$ cat config.mk
export PLATFORM = sky130hd
export DESIGN_NAME = gef_window
export DESIGN_NICKNAME = d
export VERILOG_FILES = /design/src/design/gef_pkg.sv /design/src/design/gef_window.sv
export SDC_FILE = /design/constraint.sdc
export NUM_CORES = 1
export LEC_CHECK = 0
export ABC_AREA = 1
export BUFFER_PORTS_ARGS = -buffer_cell sky130_fd_sc_hd__buf_2
export CORE_MARGIN = 5
export CORE_UTILIZATION = 28
export CTS_CLUSTER_SIZE = 8
export DETAILED_ROUTE_END_ITERATION = 10
export GPL_ROUTABILITY_DRIVEN = 0
export PLACE_DENSITY_LB_ADDON = 0.1
export SLEW_MARGIN = 20
export SYNTH_ARGS = -nofsm -noshare
export SYNTH_HDL_FRONTEND = slang
export SYNTH_SLANG_ARGS = --single-unit
export TNS_END_PERCENT = 1
$ cat constraint.sdc
create_clock -name clk -period 7.98 [get_ports clk]
set_clock_uncertainty 0.1 [all_clocks]
set_input_delay 0.798 -clock clk [delete_from_list [all_inputs] [get_ports clk]]
set_output_delay 0.798 -clock clk [all_outputs]
set_load 0.02 [all_outputs]
$ cat src/design/gef_pkg.sv
`default_nettype none

package gef_pkg;

  // Frame limits and derived widths
  localparam int MAX_WIDTH  = 1024;
  localparam int MAX_HEIGHT = 4096;
  localparam int COL_W      = $clog2(MAX_WIDTH);    // column counters, line store address
  localparam int OUT_ROW_W  = $clog2(MAX_HEIGHT);   // output row counter
  localparam int ROW_W      = OUT_ROW_W + 1;        // input row runs one past the frame on drain

  // Register field widths
  localparam int WIDTH_W  = 11;
  localparam int HEIGHT_W = 13;

  // Request types
  localparam logic REQ_PIXEL = 1'b0;
  localparam logic REQ_DRAIN = 1'b1;

  // Register indexes on the APB port
  typedef enum logic {
    REG_FRAME_WIDTH  = 1'b0,
    REG_FRAME_HEIGHT = 1'b1
  } reg_index_t;

  // Per-request control, decided at accept time from the raster counters
  typedef struct packed {
    logic             keep;         // request changes state (not an early drain)
    logic             write;        // pixel inside the frame: store its gray value
    logic             produce;      // request releases one result
    logic             last;         // result is the final one of the frame
    logic [COL_W-1:0] col;          // input column, line store address
    logic             top_zero;
    logic             bottom_zero;
    logic             left_zero;
    logic             right_zero;
  } item_t;

  // One line store word: gray of the same column two rows up and one row up
  typedef struct packed {
    logic [7:0] older;
    logic [7:0] newer;
  } line_word_t;

  typedef struct packed {
    logic             en;
    logic [COL_W-1:0] addr;
    line_word_t       data;
  } line_wr_t;

  // One window column, top to bottom
  typedef struct packed {
    logic [7:0] top;
    logic [7:0] mid;
    logic [7:0] bot;
  } tap_col_t;

endpackage

`default_nettype wire

$ cat src/design/gef_window.sv
`default_nettype none

module gef_window (
  input  wire logic                clk,
  input  wire logic                rst,
  input  wire logic                load,
  input  wire gef_pkg::item_t      load_item,
  input  wire logic [7:0]          load_gray,
  input  wire gef_pkg::line_word_t rd_data,
  output logic                     load_ok,
  output gef_pkg::line_wr_t        wr,
  output logic                     res_valid,
  input  wire logic                res_ready,
  output logic [7:0]               emboss_value,
  output logic                     last_of_frame
);

  logic               b_valid;
  gef_pkg::item_t     b_item;
  logic [7:0]         b_gray;
  logic               b_go;
  logic               o_free;

  gef_pkg::tap_col_t  prev1;
  gef_pkg::tap_col_t  prev2;
  gef_pkg::tap_col_t  incoming;

  logic [7:0] t00, t01, t02, t10, t11, t12, t20, t21, t22;
  logic [10:0]        pos, neg;
  logic signed [11:0] sum;
  logic [7:0]         clamped;

  assign o_free  = !res_valid || res_ready;
  assign b_go    = b_valid && (!b_item.produce || o_free);
  assign load_ok = !b_valid || b_go;

  assign incoming.top = rd_data.older;
  assign incoming.mid = rd_data.newer;
  assign incoming.bot = b_gray;

  // line shift: newer moves to older, new gray becomes newer
  assign wr.en        = b_go && b_item.write;
  assign wr.addr      = b_item.col;
  assign wr.data.older = rd_data.newer;
  assign wr.data.newer = b_gray;

  always_comb begin
    t00 = (b_item.top_zero    || b_item.left_zero)  ? 8'd0 : prev2.top;
    t01 =  b_item.top_zero                          ? 8'd0 : prev1.top;
    t02 = (b_item.top_zero    || b_item.right_zero) ? 8'd0 : incoming.top;
    t10 =  b_item.left_zero                         ? 8'd0 : prev2.mid;
    t11 =  prev1.mid;
    t12 =  b_item.right_zero                        ? 8'd0 : incoming.mid;
    t20 = (b_item.bottom_zero || b_item.left_zero)  ? 8'd0 : prev2.bot;
    t21 =  b_item.bottom_zero                       ? 8'd0 : prev1.bot;
    t22 = (b_item.bottom_zero || b_item.right_zero) ? 8'd0 : incoming.bot;
  end

  // kernel [-2 -1 0; -1 1 1; 0 1 2]; t02 and t20 carry zero weight
  always_comb begin
    pos = 11'(t11) + 11'(t12) + 11'(t21) + {2'b0, t22, 1'b0};
    neg = {2'b0, t00, 1'b0} + 11'(t01) + 11'(t10) + 11'(t02 & 8'd0) + 11'(t20 & 8'd0);
    sum = $signed({1'b0, pos}) - $signed({1'b0, neg});
    if (sum < 12'sd0) begin
      clamped = 8'd0;
    end else if (sum > 12'sd255) begin
      clamped = 8'd255;
    end else begin
      clamped = sum[7:0];
    end
  end

  always_ff @(posedge clk) begin
    if (rst) begin
      b_valid <= 1'b0;
    end else if (load) begin
      b_valid <= 1'b1;
    end else if (b_go) begin
      b_valid <= 1'b0;
    end
  end

  always_ff @(posedge clk) begin
    if (load) begin
      b_item <= load_item;
      b_gray <= load_gray;
    end
    if (b_go) begin
      prev2 <= prev1;
      prev1 <= incoming;
    end
  end

  always_ff @(posedge clk) begin
    if (rst) begin
      res_valid <= 1'b0;
    end else if (b_go && b_item.produce) begin
      res_valid <= 1'b1;
    end else if (res_ready) begin
      res_valid <= 1'b0;
    end
  end

  always_ff @(posedge clk) begin
    if (b_go && b_item.produce) begin
      emboss_value  <= clamped;
      last_of_frame <= b_item.last;
    end
  end

  a_b_hold: assert property (@(posedge clk) disable iff (rst)
    b_valid && !b_go |=> b_valid && $stable(b_item) && $stable(b_gray))
    else $error("window stage lost its request while stalled");

  a_load_free: assert property (@(posedge clk) disable iff (rst)
    load |-> load_ok)
    else $error("window stage loaded while occupied");

endmodule

`default_nettype wire

Yosys cells after proc, flatten, opt, wreduce, memory -nomap -nowiden
Cells that the tools add are included.
Word-level totals
  bits of input ports: 46
  register bits after elaboration: 76
  word-level logic and storage cells: 50
  output and inout port bits: 38
Operators by class
  mux-type cells: 11
  magnitude comparators: 2
  reductions and logical operators: 13
  $add $sub $neg: 6
Operator list (count)
  $mux W8: 7
  $add A9 B8 Y10: 2
  $gt A12 B9 Y1 const B: 1
  $lt A12 B1 Y1 const B: 1
  $sub A11 B11 Y12: 1
  $add A10 B8 Y11: 1
  $add A10 B9 Y11: 1
  $add A8 B8 Y9: 1
  $logic_or A1 B1 Y1: 5
  $mux W1: 4
  $reduce_bool A2 Y1: 2
  $logic_and A1 B1 Y1: 3
  $logic_not A1 Y1: 3

Longest topological paths before layout
  word-level depth: 7
  gate-level depth with buffers: 23
  mapped depth without buffers: 22

Worst setup path after synthesis
OpenSTA, ideal clock, no wires.
  path kind: input to register
  start: input port rd_data[1] in the netlist's numbering
  end: register emboss_value[0], data pin
  required time: 7.609 ns
  buffers on the path: 0
  library setup time: 0.271 ns
  data arrival time: 4.288 ns
  cell stages on the path: 21
  setup slack: 3.321 ns
  cell sequence: inv_1 -> nor2_1 -> fa_1 -> fa_1 -> inv_1 -> fa_1 -> fa_1 -> inv_1 -> ha_1 -> inv_1 -> fa_1 -> inv_1 -> nand3_1 -> nand2_2 -> nand2_1 -> nand2_2 -> nand2_2 -> nand2_2 -> nand2_2 -> nor2_4 -> a21oi_1
Between the ends
  longest elaborated chain between the ends: 7
  elaborated cells between the ends (all ways): 8
  those cells by class: add/sub: 4; order compare: 2; mux: 2
Ends and longest elaborated chain
  start, declared: line gef_window.sv:9  | input wire gef_pkg::line_word_t rd_data,
  $mux W8 *: line gef_window.sv:53  | t12 = b_item.right_zero ? 8'd0 : incoming.mid;
  $add A8 B8 Y9 *: line gef_window.sv:61  | pos = 11'(t11) + 11'(t12) + 11'(t21) + {2'b0, t22, 1'b0};
  $add A9 B8 Y10 *: line gef_window.sv:61
  $add A10 B9 Y11 *: line gef_window.sv:61
  $sub A11 B11 Y12 *: line gef_window.sv:63  | sum = $signed({1'b0, pos}) - $signed({1'b0, neg});
  $gt A12 B9 Y1: line gef_window.sv:66  | end else if (sum > 12'sd255) begin
  $mux W8: line gef_window.sv:66
  end signal, assigned: line gef_window.sv:106  | emboss_value <= clamped;
  end, declared: line gef_window.sv:14  | output logic [7:0] emboss_value,
Every way passes the cells marked *; elsewhere a longest branch is shown, timed or not.
A chain may end at the register's enable or synchronous reset.

Worst setup path in the final report
  start: register b_item[3] in the netlist's numbering
  end: register emboss_value[6], data pin
Between the ends
  longest elaborated chain between the ends: 7
  elaborated cells between the ends (all ways): 9
  those cells by class: add/sub: 3; order compare: 2; mux: 3; reduce/logical: 1
Ends and longest elaborated chain
  start, declared: line gef_window.sv:19  | gef_pkg::item_t b_item;
  start signal, assigned: line gef_window.sv:85  | b_item <= load_item;
  $logic_or A1 B1 Y1: line gef_window.sv:48  | t00 = (b_item.top_zero || b_item.left_zero) ? 8'd0 : prev2.top;
  $mux W8: line gef_window.sv:48
  $add A9 B8 Y10 *: line gef_window.sv:62  | neg = {2'b0, t00, 1'b0} + 11'(t01) + 11'(t10) + 11'(t02 & 8'd0) + 11'(t20 & 8'd0);
  $add A10 B8 Y11 *: line gef_window.sv:62
  $sub A11 B11 Y12 *: line gef_window.sv:63
  $gt A12 B9 Y1: line gef_window.sv:66
  $mux W8: line gef_window.sv:66
Marked as above.

==> flow_summary_export.csv <==
group,metric,value,unit
outcome,status,"finished, final reports clean",
job,cap_violations,0,
detailed_routing,drt-total-wl,8340,um
setup_path,critPathArrivalTime,5.05,ns
synth,synth_top_area_share,51.6,%
final_layout,area_growth,19.6,%
detailed_routing,drtAntennaViolNets,0,
setup_path,cp-start-kind,"flip-flop",
synth,yosysMostFrequentCell,"inv_1",
synth,synth_edf_count,74,
setup_path,r2r_setup_slack,2.90,ns
die,die_w,134,um
final_layout,drive_above_1_share,25.1,%
timing,fmax,0.197,GHz
placement,placedCellCount,615,
final_layout,layoutNonFillerInstCount,631,
pwr,vdd_drop_max,0.141,mV
synth,syn_inst,365,
setup_path,required,7.95,ns
setup_path,rr_startpoint,"b_item[3]",
min_path,hold_class,"reg -> reg",
global_routing,grt_max_degree,42,
global_routing,grt.total_usage,10.3,%
pwr,internal-power,1.07,mW
synth,yosysSeqAreaShare,52.5,%
cts,cts.sinks,76,
synth,synth_cell_types,22,
cts,postCtsHoldBufs,0,
cts,path_clk_slew,0.06,ns
pwr,seqPwrFrac,29.3,%
timing,setup_tns,0,ns
final_layout,seqCellArea,2260,um2
timing,slew_headroom,39.2,%
cts,cts_resized,0,
min_path,hp-start,"b_item[14]",
timing,final_hold_viol_count,0,
timing,period_share,63.6,%
pwr,total_power,1.69,mW
detailed_routing,vias,2548,
placement,port_buffers,82,
timing,setup_violations,0,
final_layout,antenna_cells,0,
detailed_routing,wl_per_cell,13.2,um
synth,synth-main-ff-cell,"edfxtp_1",
timing,fin_crit,5.08,ns
final_layout,nNetsFinal,539,
pwr,pwr-share-clk,27.5,%
cts,cts_max_level,3,
synth,postSynthNetCount,466,
global_routing,grt-ovfl-total,0,
placement,dp_hpwl,6450,um
cts,clock_path_buffers,2,
die,core_area,15100,um2
pwr,switching_share,36.7,%
synth,yosysTopAreaCell,"edfxtp_1",
cts,cts_root_buf,"clkbuf_16",
final_layout,multi_input_area,1570,um2
final_layout,fill_cells,1541,
global_routing,antenna_found_initial,0,
cts,numCtsBuffers,9,
pwr,combPwrFrac,43.1,%
detailed_routing,dr.pass1.iters,4,
placement,dpl_cell_area,4810,um2
detailed_routing,drt-vias-per-instance,4.04,
die,dieArea,18000,um2
detailed_routing,drt-initial-drc-count,61,
setup_path,crit_fanout,8,
synth,netlist_area,4310,um2
die,num_rows,45,
timing,rsz0062_at_grt,"false",
synth,yosys-top-cells-area,"edfxtp_1 (52%), fa_1 (18%), inv_1 (7.4%)",
synth,syn_area_per_cell,11.8,um2
synth,ys_ff_latch,76,
setup_path,path_class,"reg -> reg",
pwr,net-switching-power,622,uW
cts,cts_setup_buffers,0,
pwr,powerDensity,329,nW/um2
setup_path,cp-startpoint,"b_item[3]",
die,ios,84,
die,start_util,28.4,%
global_routing,grt_pass1_vias,2833,
global_routing,grt_pass1_wl,13900,um
cts,clkLatencyLatePin,0.34,ns
setup_path,cp-end-kind,"flip-flop",
synth,ys_top_cells_by_count,"inv_1 (85), edfxtp_1 (74), nand2_1 (56), fa_1 (39), nor2_1 (25)",
timing,worstMarginPinSlew,0.912,ns
final_layout,final_area,5150,um2
synth,ys_async_sr_fraction,0,%
detailed_routing,drc,0,
cts,cts_tree,"built",
die,chipHeight,134,um
synth,ys_warn_count,0,
pwr,leakage,2.33,nW
timing,drv_slew,0,
[sequential cells by signal, indices dropped and copies added, names as in the netlist]
signal,cells
b_gray,8
prev1,16
b_item,7
b_valid,1
wr,10
res_valid,1
last_of_frame,1
t11,8
prev2,16
emboss_value,8
[path summary, 6_finish.rpt]
check	endpoint	depth (start not counted)
max	emboss_value[6]	19
min	last_of_frame	0
max reg2reg	emboss_value[6]	19
min reg2reg	last_of_frame	0
[power by group through the flow]
stage	Clock (mW)	Combinational [mW]	Sequential, mW
2_1_floorplan	0	0.583	0.513
3_3_place_gp	0	0.752	0.506
3_5_place_dp	0	0.754	0.506
4_1_cts	0.483	0.759	0.498
5_1_grt	0.498	0.869	0.501
6_report	0.466	0.730	0.497
[through the flow]
| step | hold WS [ns] | util [%] | setup slack, ns |
|---|---|---|---|
| after floorplan | 0.300 | - | 3.32 |
| after global placement | 0.304 | 31.7 | 2.80 |
| after detailed placement | 0.308 | 31.7 | 2.86 |
| after CTS | 0.323 | 34.0 | 2.85 |
| after global routing | 0.328 | 34.0 | 2.49 |
| final | 0.320 | 34.0 | 2.90 |
[layout make-up]
| type | instances | share of cell area, % |
|---|---|---|
| Sequential cell | 76 | 43.9 |
| Inverter | 87 | 6.34 |
| Clock inverter | 7 | 2.21 |
| Timing Repair Buffer | 82 | 7.97 |
| Clock buffer | 9 | 4.38 |
| Multi-Input combinational cell | 182 | 30.6 |
| Tap cell | 188 | 4.57 |
[layout by cell type (no fill, tap or decap), drive strengths merged, types with 2 or more instances in the layout]
| master | Yosys | routed |
|---|---|---|
| a21oi | 15 | 15 |
| clkinv | 0 | 2 |
| dfxtp | 2 | 2 |
| xnor2 | 2 | 2 |
| nand3 | 7 | 7 |
| nand4 | 2 | 2 |
| xor2 | 3 | 3 |
| buf | 18 | 82 |
| clkbuf | 2 | 9 |
| nor2 | 26 | 26 |
| edfxtp | 74 | 74 |
| inv | 87 | 88 |
| ha | 16 | 16 |
| nand2 | 67 | 67 |
| bufinv | 0 | 3 |
| fa | 39 | 39 |
| or2 | 2 | 2 |
[critical path, cell delays in order, from the launching register on]
cell      delay (ns)
edfxtp_1        0.49
nor2_1          0.52
nand2_1         0.14
fa_1            0.51
inv_1           0.06
fa_1            0.52
inv_1           0.05
fa_1            0.52
inv_1           0.05
fa_1            0.53
inv_1           0.04
ha_1            0.34
nand2_1         0.11
inv_1           0.04
a21oi_1         0.20
nand3_1         0.12
nand2_2         0.09
nand2_2         0.06
nor2_4          0.20
a21oi_1         0.10
[logic make-up after synthesis]
group	share of synthesized area, %
AOI/OAI and AO/OA	2.15
xor gates and xnor gates	1.02
adders and majority gates	22.8
buffers and inverters	10.9
DFF	52.5
and+or+nand+nor	10.6
[layer usage]
metal,wire (um),global-route usage (%),up-vias
li1,-,-,1261
met1,3660,12.6,1202
met2,3850,16.1,72
met3,670,4.13,13
met4,161,4.29,0
met5,0,0,-
Note: power is estimated with default switching activity, not from simulation.
