### config.mk
export PLATFORM = sky130hd
export DESIGN_NAME = gef_ctrl
export DESIGN_NICKNAME = d
export VERILOG_FILES = /design/src/design/gef_pkg.sv /design/src/design/gef_ctrl.sv
export SDC_FILE = /design/constraint.sdc
export NUM_CORES = 1
export LEC_CHECK = 0
export BUFFER_PORTS_ARGS = -buffer_cell sky130_fd_sc_hd__buf_4
export CORE_AREA = 4 4 126 128
export CTS_BUF_LIST = sky130_fd_sc_hd__clkbuf_8
export DETAILED_ROUTE_END_ITERATION = 10
export DIE_AREA = 0 0 130 132
export GPL_TIMING_DRIVEN = 0
export MAX_ROUTING_LAYER = met4
export PLACE_DENSITY = 0.64
export SLEW_MARGIN = 20
export SYNTH_ARGS = -nofsm -noshare
export SYNTH_HDL_FRONTEND = slang
export SYNTH_SLANG_ARGS = --single-unit
### constraint.sdc
create_clock -name clk -period 3.5 [get_ports clk]
set_input_delay 0.35 -clock clk [delete_from_list [all_inputs] [get_ports clk]]
set_output_delay 0.35 -clock clk [all_outputs]
set_load 0.005 [all_outputs]
### src/design/gef_pkg.sv
`default_nettype none

package gef_pkg;

  // Frame limits and derived widths
  localparam int MAX_WIDTH  = 1024;
  localparam int MAX_HEIGHT = 4096;
  localparam int COL_W      = $clog2(MAX_WIDTH);    // column counters, line store address
  localparam int OUT_ROW_W  = $clog2(MAX_HEIGHT);   // output row counter
  localparam int ROW_W      = OUT_ROW_W + 1;        // input row runs one past the frame on drain

  // Register field widths
  localparam int WIDTH_W  = 11;
  localparam int HEIGHT_W = 13;

  // Request types
  localparam logic REQ_PIXEL = 1'b0;
  localparam logic REQ_DRAIN = 1'b1;

  // Register indexes on the APB port
  typedef enum logic {
    REG_FRAME_WIDTH  = 1'b0,
    REG_FRAME_HEIGHT = 1'b1
  } reg_index_t;

  // Per-request control, decided at accept time from the raster counters
  typedef struct packed {
    logic             keep;         // request changes state (not an early drain)
    logic             write;        // pixel inside the frame: store its gray value
    logic             produce;      // request releases one result
    logic             last;         // result is the final one of the frame
    logic [COL_W-1:0] col;          // input column, line store address
    logic             top_zero;
    logic             bottom_zero;
    logic             left_zero;
    logic             right_zero;
  } item_t;

  // One line store word: gray of the same column two rows up and one row up
  typedef struct packed {
    logic [7:0] older;
    logic [7:0] newer;
  } line_word_t;

  typedef struct packed {
    logic             en;
    logic [COL_W-1:0] addr;
    line_word_t       data;
  } line_wr_t;

  // One window column, top to bottom
  typedef struct packed {
    logic [7:0] top;
    logic [7:0] mid;
    logic [7:0] bot;
  } tap_col_t;

endpackage

`default_nettype wire

### src/design/gef_ctrl.sv
`default_nettype none

module gef_ctrl (
  input  wire logic                 clk,
  input  wire logic                 rst,
  input  wire logic                 psel,
  input  wire logic                 penable,
  input  wire logic                 pwrite,
  input  wire logic [2:0]           paddr,
  input  wire logic [31:0]          pwdata,
  output logic      [31:0]          prdata,
  input  wire logic                 accept,
  input  wire logic                 req_type,
  output gef_pkg::item_t            item
);

  logic [gef_pkg::WIDTH_W-1:0]   frame_width;
  logic [gef_pkg::HEIGHT_W-1:0]  frame_height;
  logic [gef_pkg::WIDTH_W-1:0]   w_eff;
  logic [gef_pkg::HEIGHT_W-1:0]  h_eff;

  logic [gef_pkg::COL_W-1:0]     in_column, in_column_next;
  logic [gef_pkg::ROW_W-1:0]     in_row, in_row_next;
  logic [gef_pkg::COL_W-1:0]     out_column, out_column_next;
  logic [gef_pkg::OUT_ROW_W-1:0] out_row, out_row_next;

  logic cfg_we;
  logic in_frame;
  logic in_col_wrap;
  logic out_col_end;
  logic out_row_end;

  assign cfg_we = psel && penable && pwrite;

  // Zero reads as one, oversize saturates
  always_comb begin
    if (frame_width == '0) begin
      w_eff = gef_pkg::WIDTH_W'(1);
    end else if (frame_width > gef_pkg::WIDTH_W'(gef_pkg::MAX_WIDTH)) begin
      w_eff = gef_pkg::WIDTH_W'(gef_pkg::MAX_WIDTH);
    end else begin
      w_eff = frame_width;
    end
    if (frame_height == '0) begin
      h_eff = gef_pkg::HEIGHT_W'(1);
    end else if (frame_height > gef_pkg::HEIGHT_W'(gef_pkg::MAX_HEIGHT)) begin
      h_eff = gef_pkg::HEIGHT_W'(gef_pkg::MAX_HEIGHT);
    end else begin
      h_eff = frame_height;
    end
  end

  always_comb begin
    case (gef_pkg::reg_index_t'(paddr[2]))
      gef_pkg::REG_FRAME_WIDTH:  prdata = 32'(frame_width);
      gef_pkg::REG_FRAME_HEIGHT: prdata = 32'(frame_height);
      default:                   prdata = '0;
    endcase
  end

  assign in_frame    = gef_pkg::HEIGHT_W'(in_row) < h_eff;
  assign in_col_wrap = ({1'b0, in_column} + gef_pkg::WIDTH_W'(1)) >= w_eff;
  assign out_col_end = ({1'b0, out_column} + gef_pkg::WIDTH_W'(1)) >= w_eff;
  assign out_row_end = ({1'b0, out_row} + gef_pkg::HEIGHT_W'(1)) >= h_eff;

  // Decode for the request now at the input
  always_comb begin
    item.keep        = !(in_frame && (req_type == gef_pkg::REQ_DRAIN));
    item.write       = in_frame;
    // raster index >= width + 1
    item.produce     = (in_row >= gef_pkg::ROW_W'(2)) ||
                       ((in_row == gef_pkg::ROW_W'(1)) && (in_column != '0));
    item.last        = out_row_end && out_col_end;
    item.col         = in_column;
    item.top_zero    = (out_row == '0);
    item.bottom_zero = out_row_end;
    item.left_zero   = (out_column == '0);
    item.right_zero  = out_col_end;
  end

  always_comb begin
    in_column_next  = in_column;
    in_row_next     = in_row;
    out_column_next = out_column;
    out_row_next    = out_row;
    if (accept && item.keep) begin
      if (in_col_wrap) begin
        in_column_next = '0;
        in_row_next    = in_row + gef_pkg::ROW_W'(1);
      end else begin
        in_column_next = in_column + gef_pkg::COL_W'(1);
      end
      if (item.produce) begin
        if (item.last) begin
          in_column_next  = '0;
          in_row_next     = '0;
          out_column_next = '0;
          out_row_next    = '0;
        end else if (out_col_end) begin
          out_column_next = '0;
          out_row_next    = out_row + gef_pkg::OUT_ROW_W'(1);
        end else begin
          out_column_next = out_column + gef_pkg::COL_W'(1);
        end
      end
    end
  end

  always_ff @(posedge clk) begin
    if (rst) begin
      frame_width  <= gef_pkg::WIDTH_W'(1024);
      frame_height <= gef_pkg::HEIGHT_W'(768);
      in_column    <= '0;
      in_row       <= '0;
      out_column   <= '0;
      out_row      <= '0;
    end else if (cfg_we) begin
      case (gef_pkg::reg_index_t'(paddr[2]))
        gef_pkg::REG_FRAME_WIDTH:  frame_width  <= pwdata[gef_pkg::WIDTH_W-1:0];
        gef_pkg::REG_FRAME_HEIGHT: frame_height <= pwdata[gef_pkg::HEIGHT_W-1:0];
        default: ;
      endcase
      in_column  <= '0;
      in_row     <= '0;
      out_column <= '0;
      out_row    <= '0;
    end else begin
      in_column  <= in_column_next;
      in_row     <= in_row_next;
      out_column <= out_column_next;
      out_row    <= out_row_next;
    end
  end

  a_in_col_range: assert property (@(posedge clk) disable iff (rst)
    {1'b0, in_column} < w_eff)
    else $error("input column beyond frame width");

  a_out_col_range: assert property (@(posedge clk) disable iff (rst)
    {1'b0, out_column} < w_eff)
    else $error("output column beyond frame width");

endmodule

`default_nettype wire

; Word-level counts from Yosys, hierarchy flattened
; Index checks and enable logic that the tools add are counted.
; Widths: inputs -> output; s select.
[totals]
reg_bits = 69
input_bits = 42
output_inout_bits = 50
wordCells = 56
[classes]
addsub = 7
order_cmp = 7
n_eq_ne = 1
mux = 15
bitwise = 1
n_reduce_logical = 19
[op_table]
columns = cell, n
row1 = $mux 13, 5
row2 = $pmux 32 s2, 1
row3 = $mux 10, 5
row4 = $mux 12, 2
row5 = $add 10x1->11 const B, 2
row6 = $ge 11x11->1, 2
row7 = $mux 11, 2
row8 = $add 10x1->10 const B, 2
row9 = $add 12x1->13 const B, 1
row10 = $add 13x1->13 const B, 1
row11 = $eq 13x1->1 const B, 1
row12 = $ge 13x13->1, 1
row13 = $ge 13x2->1 const B, 1
row14 = $gt 13x13->1 const B, 1
row15 = $logic_not 13->1, 1
row16 = $lt 13x13->1, 1
row17 = $add 12x1->12 const B, 1
row18 = $logic_not 12->1, 1
row19 = $gt 11x11->1 const B, 1
row20 = $logic_not 11->1, 1
row21 = $logic_not 10->1, 1
row22 = $reduce_bool 10->1, 1
row23 = $logic_and 1x1->1, 6
row24 = $reduce_and 2->1, 3
row25 = 6 further kinds, 6

; Longest topological paths before layout
[logic_depth]
ltp_word = 8
mapped_depth = 15
mapped_depth_nobuf = 15

; Worst setup path after synthesis
; No wires, ideal clock.
[synth_path]
kind = register -> register
startpoint = reg out_row[0] (netlist name)
endpoint = reg out_row[2] (netlist name)
setup_ns = 0.061
t_arrival_ns = 3.168
required_time_ns = 3.439
path_slack_ns = 0.271
path_stages_with_launch = 16
path_buffers = 0
synth_period_minus_slack_ns = 3.229
cell_sequence = dfxtp_1 -> ha_1 -> nand3_1 -> nor2_1 -> nand3_1 -> or2_1 -> nor2_1 -> ha_1 -> a21oi_1 -> nand2_1 -> a2111oi_1 -> a21oi_1 -> o21ai_2 -> inv_1 -> nor2_1 -> a32o_1
[synth_lines]
columns = element, line
row1 = from (decl), gef_ctrl.sv:25  ; logic [gef_pkg::OUT_ROW_W-1:0] out_row, out_row_next;
row2 = from (signal assigned), gef_ctrl.sv:131  ; out_row <= out_row_next;

; Worst setup path in the final report
[layout_path]
startpoint = reg out_row[1] (netlist name)
endpoint = out item[2] (netlist name)
[layout_via]
elab_chain_len = 2
[layout_rtl]
columns = element, line
row1 = $add 12x1->13, gef_ctrl.sv:64  ; assign out_row_end = ({1'b0, out_row} + gef_pkg::HEIGHT_W'(1)) >= h_eff;
row2 = $ge 13x13->1, gef_ctrl.sv:64
row3 = to (decl), gef_ctrl.sv:14  ; output gef_pkg::item_t item
; No other way between the ends.

==> summary.json <==
{
  "die": {
    "die_width_um": 130,
    "die_area_mm2": 0.0172,
    "floorplan.die.height_um": 132,
    "core_region_area_mm2": 0.0149,
    "ios": 92,
    "std_cell_rows": 45,
    "start_util": 0.343
  },
  "cells_and_area": {
    "finish.cell_count_without_fillers": 944,
    "layout_common_cells": "127 x nand2_1, 93 x buf_4, 60 x dfxtp_1",
    "layout-area-overhead-vs-synth_pct": 23.4,
    "num-nets-final": 851,
    "drive_above_1_share": 0.224,
    "seqCellArea_mm2": 0.00141,
    "fill_cell_total_of_the_finished_layout": 1538,
    "final_common_cell": "nand2_1",
    "multiInputGateArea_mm2": 0.00357,
    "antenna_cells_inserted": 0
  },
  "setup_path": {
    "critical_path.top_delay_family": "compound AO/OA/AOI/OAI gates",
    "worstPathArrival_ns": 3.06,
    "worstSetupPathType": "flip-flop to output pin",
    "worst_path_max_delay_cell": "dfxtp_4",
    "crit_chain": "ha_4 > nand3_4 > nor2_4 > buf_4 > xor2_2 > ha_1 > a211oi_1 > nor2_1 > a2111oi_4 > a21oi_2 > nor2_2 > inv_2 > buf_4 > buf_4",
    "stage_delay_of_the_slowest_cell_on_the_critical_path_ns": 0.39,
    "start_kind": "flip-flop",
    "worst_path_most_repeated_cell": "buf_4",
    "critical_path.endpoint_type": "output pin",
    "rrSetupSlack_ns": 0.09,
    "worstPathMaxFanout": 4,
    "critPathRequiredTime_ns": 3.15,
    "path_buf_inv": 4
  },
  "run": {
    "max_cap_viol_count": 0
  },
  "clock_network": {
    "clkTransAtPathRegs_ns": 0.08,
    "cts_inserted_buffers": 9,
    "h-tree-depth": 3,
    "root_buffer": "clkbuf_8",
    "max-clock-path-buffers": 2,
    "cts_tree": "yes",
    "worstSkewPairLatency_ns": 0.39,
    "clock_sinks": 69
  },
  "detailed_routing": {
    "initialDrtViolationCount": 451,
    "num_vias": 5034,
    "met3_wirelength_um": 834,
    "postRouteAntennaNets": 0,
    "aggregate_routed_wire_length_um": 14700,
    "top_layer": "met4",
    "detailedRoute.firstPassIterationCount": 6,
    "drt-met1-wl_um": 7010,
    "drt_drc_violations_left": 0,
    "route.detailed.wl_per_inst_um": 15.6,
    "avgViaCountPerCell": 5.33,
    "routed-wl-met2_um": 6510
  },
  "placement": {
    "place_congestion": 0.886,
    "placed_instances": 914,
    "numPortBuffers": 49,
    "place_hpwl_um": 10800
  },
  "timing": {
    "final.period_utilization": 0.976,
    "final-max-slew-violation-count": 0,
    "fmaxAchievable_mhz": 293,
    "final_period_minus_worst_setup_slack_ns": 3.41,
    "timing_hold_violations_final": 0,
    "tightest_slew_ns": 0.719,
    "hold_ws_ns": 0.192,
    "clock_skew_ns": 0.0140,
    "final-setup-viol-count": 0,
    "grt_setup_unrepaired": "true",
    "slew-limit-headroom": 0.519
  },
  "global_route": {
    "initial_antenna_violation_count": 0,
    "grtUsageTotal": 0.178,
    "gr-total-overflow": 0,
    "first_global_vias": 4747,
    "global_route_wire_length_before_repair_um": 23900,
    "grt_max_degree": 12
  },
  "power": {
    "power.density_mw_per_mm2": 291,
    "irDropWorstVdd_v": 0.000189,
    "power_leakage_nw": 2.61
  },
  "logic_synthesis": {
    "synth_area_mm2": 0.00510,
    "ys_seq_area_frac": 0.271,
    "ys_warn_count": 0,
    "synth.ff_latch_count": 69,
    "synth_cell_types": 62,
    "async_flop_share": 0,
    "netlist_instances": 659,
    "postSynthAreaPerCell_um2": 7.74,
    "ys.flop_type": "dfxtp_1",
    "synth-edff-count": 0
  },
  "hold_path": {
    "worstHoldPathType": "input port to flip-flop"
  },
  "outcome": {
    "status": "finished clean"
  }
}
-- logic make-up (layout without fill, tap and decap cells) --
| family | Yosys count | count (layout) | share of synthesized area |
|---|---|---|---|
| DFF | 69 | 69 | 0.271 |
| other | 1 | 19 | 0.000735 |
| buffers and inverters | 74 | 153 | 0.0746 |
| adders and majority gates | 56 | 56 | 0.137 |
| AOI/OAI and AO/OA | 149 | 149 | 0.191 |
| xor gates and xnor gates | 25 | 25 | 0.0429 |
| and+or+nand+nor | 272 | 272 | 0.254 |
| muxes | 13 | 13 | 0.0280 |
-- power by group --
group | leakage [nW] | total [mW] | switching (mW) | internal (mW)
Sequential | 0.563 | 0.838 | 0.0355 | 0.803
Combinational | 1.95 | 0.334 | 0.180 | 0.154
Clock | 0.101 | 0.659 | 0.325 | 0.335
Total | 2.61 | 1.83 | 0.541 | 1.29
-- final cells by class --
type | instances | share of cell area
Clock inverter | 4 | 0.00676
Timing Repair Buffer | 71 | 0.0853
Inverter | 22 | 0.0131
Tap cell | 188 | 0.0374
Multi-Input combinational cell | 534 | 0.568
Buffer | 46 | 0.0445
Sequential cell | 69 | 0.223
Clock buffer | 10 | 0.0219
-- Yosys cell counts, drive strengths merged (2+ instances only) --
library cell	number	share of area
a2111oi	2	0.0037
a211oi	4	0.0079
a21o	3	0.0044
a21oi	58	0.057
a22o	2	0.0034
a22oi	3	0.0044
a31oi	3	0.0037
a32o	10	0.020
a41oi	2	0.0034
and2	8	0.0098
and3	14	0.017
buf	32	0.044
clkbuf	20	0.015
dfxtp	69	0.27
ha	56	0.14
inv	22	0.016
mux2	10	0.022
mux2i	3	0.0059
nand2	129	0.095
nand2b	6	0.0074
nand3	23	0.023
nand3b	3	0.0044
nand4	16	0.020
nor2	27	0.020
nor2b	4	0.0049
nor3	8	0.0079
nor3b	7	0.010
nor4	13	0.016
o211ai	3	0.0044
o21a	3	0.0044
o21ai	28	0.028
o21bai	2	0.0029
o22ai	13	0.019
o31a	4	0.0069
o41ai	2	0.0034
or2	3	0.0037
or3	7	0.0086
xnor2	13	0.022
xor2	12	0.021
-- stage by stage --
step	setup TNS (ns)	setup WS (ns)	area, um2	util	power (mW)
6_report	0	0.0852	6290	0.423	1.83
3_5_place_dp	-6.90	-0.356	5770	0.388	1.18
4_1_cts	0	0.00115	6150	0.414	1.83
2_1_floorplan	0	0.271	5170	-	1.06
3_3_place_gp	-5.96	-0.350	5770	0.388	1.18
5_1_grt	-0.345	-0.0960	6290	0.423	1.92
-- flip-flops by register name, summed over array words and instances (netlist names) --
signal        flops
in_row           13
frame_width      11
frame_height     13
in_column        10
out_column       10
out_row          12
-- repair_timing --
item                                   4_1_cts  5_1_grt
setup endpoints to repair                   38       45
pin swaps                                   10       11
resized for setup                           31       27
hold buffers                                 0        0
buffers inserted                            13        9
endpoints found under the hold margin        0        0
-- routing by layer --
layer | global-route usage | vias to the layer above
li1 | - | 2510
met5 | - | -
met2 | 0.261 | 187
met3 | 0.0389 | 30
met1 | 0.242 | 2307
met4 | 0.0606 | 0
-- worst paths after layout --
path	startpoint	endpoint	cells after the start
max reg2reg	in_column[1]$_SDFFE_PP0P_	in_row[6]$_SDFFE_PP0P_	12
min reg2reg	frame_height[7]$_SDFFE_PP0P_	frame_height[7]$_SDFFE_PP0P_	2
min	pwdata[10]	frame_width[10]$_SDFFE_PP1P_	2
max	out_row[1]$_SDFFE_PP0P_	item[2]	14
(Power assumes the default switching activity.)
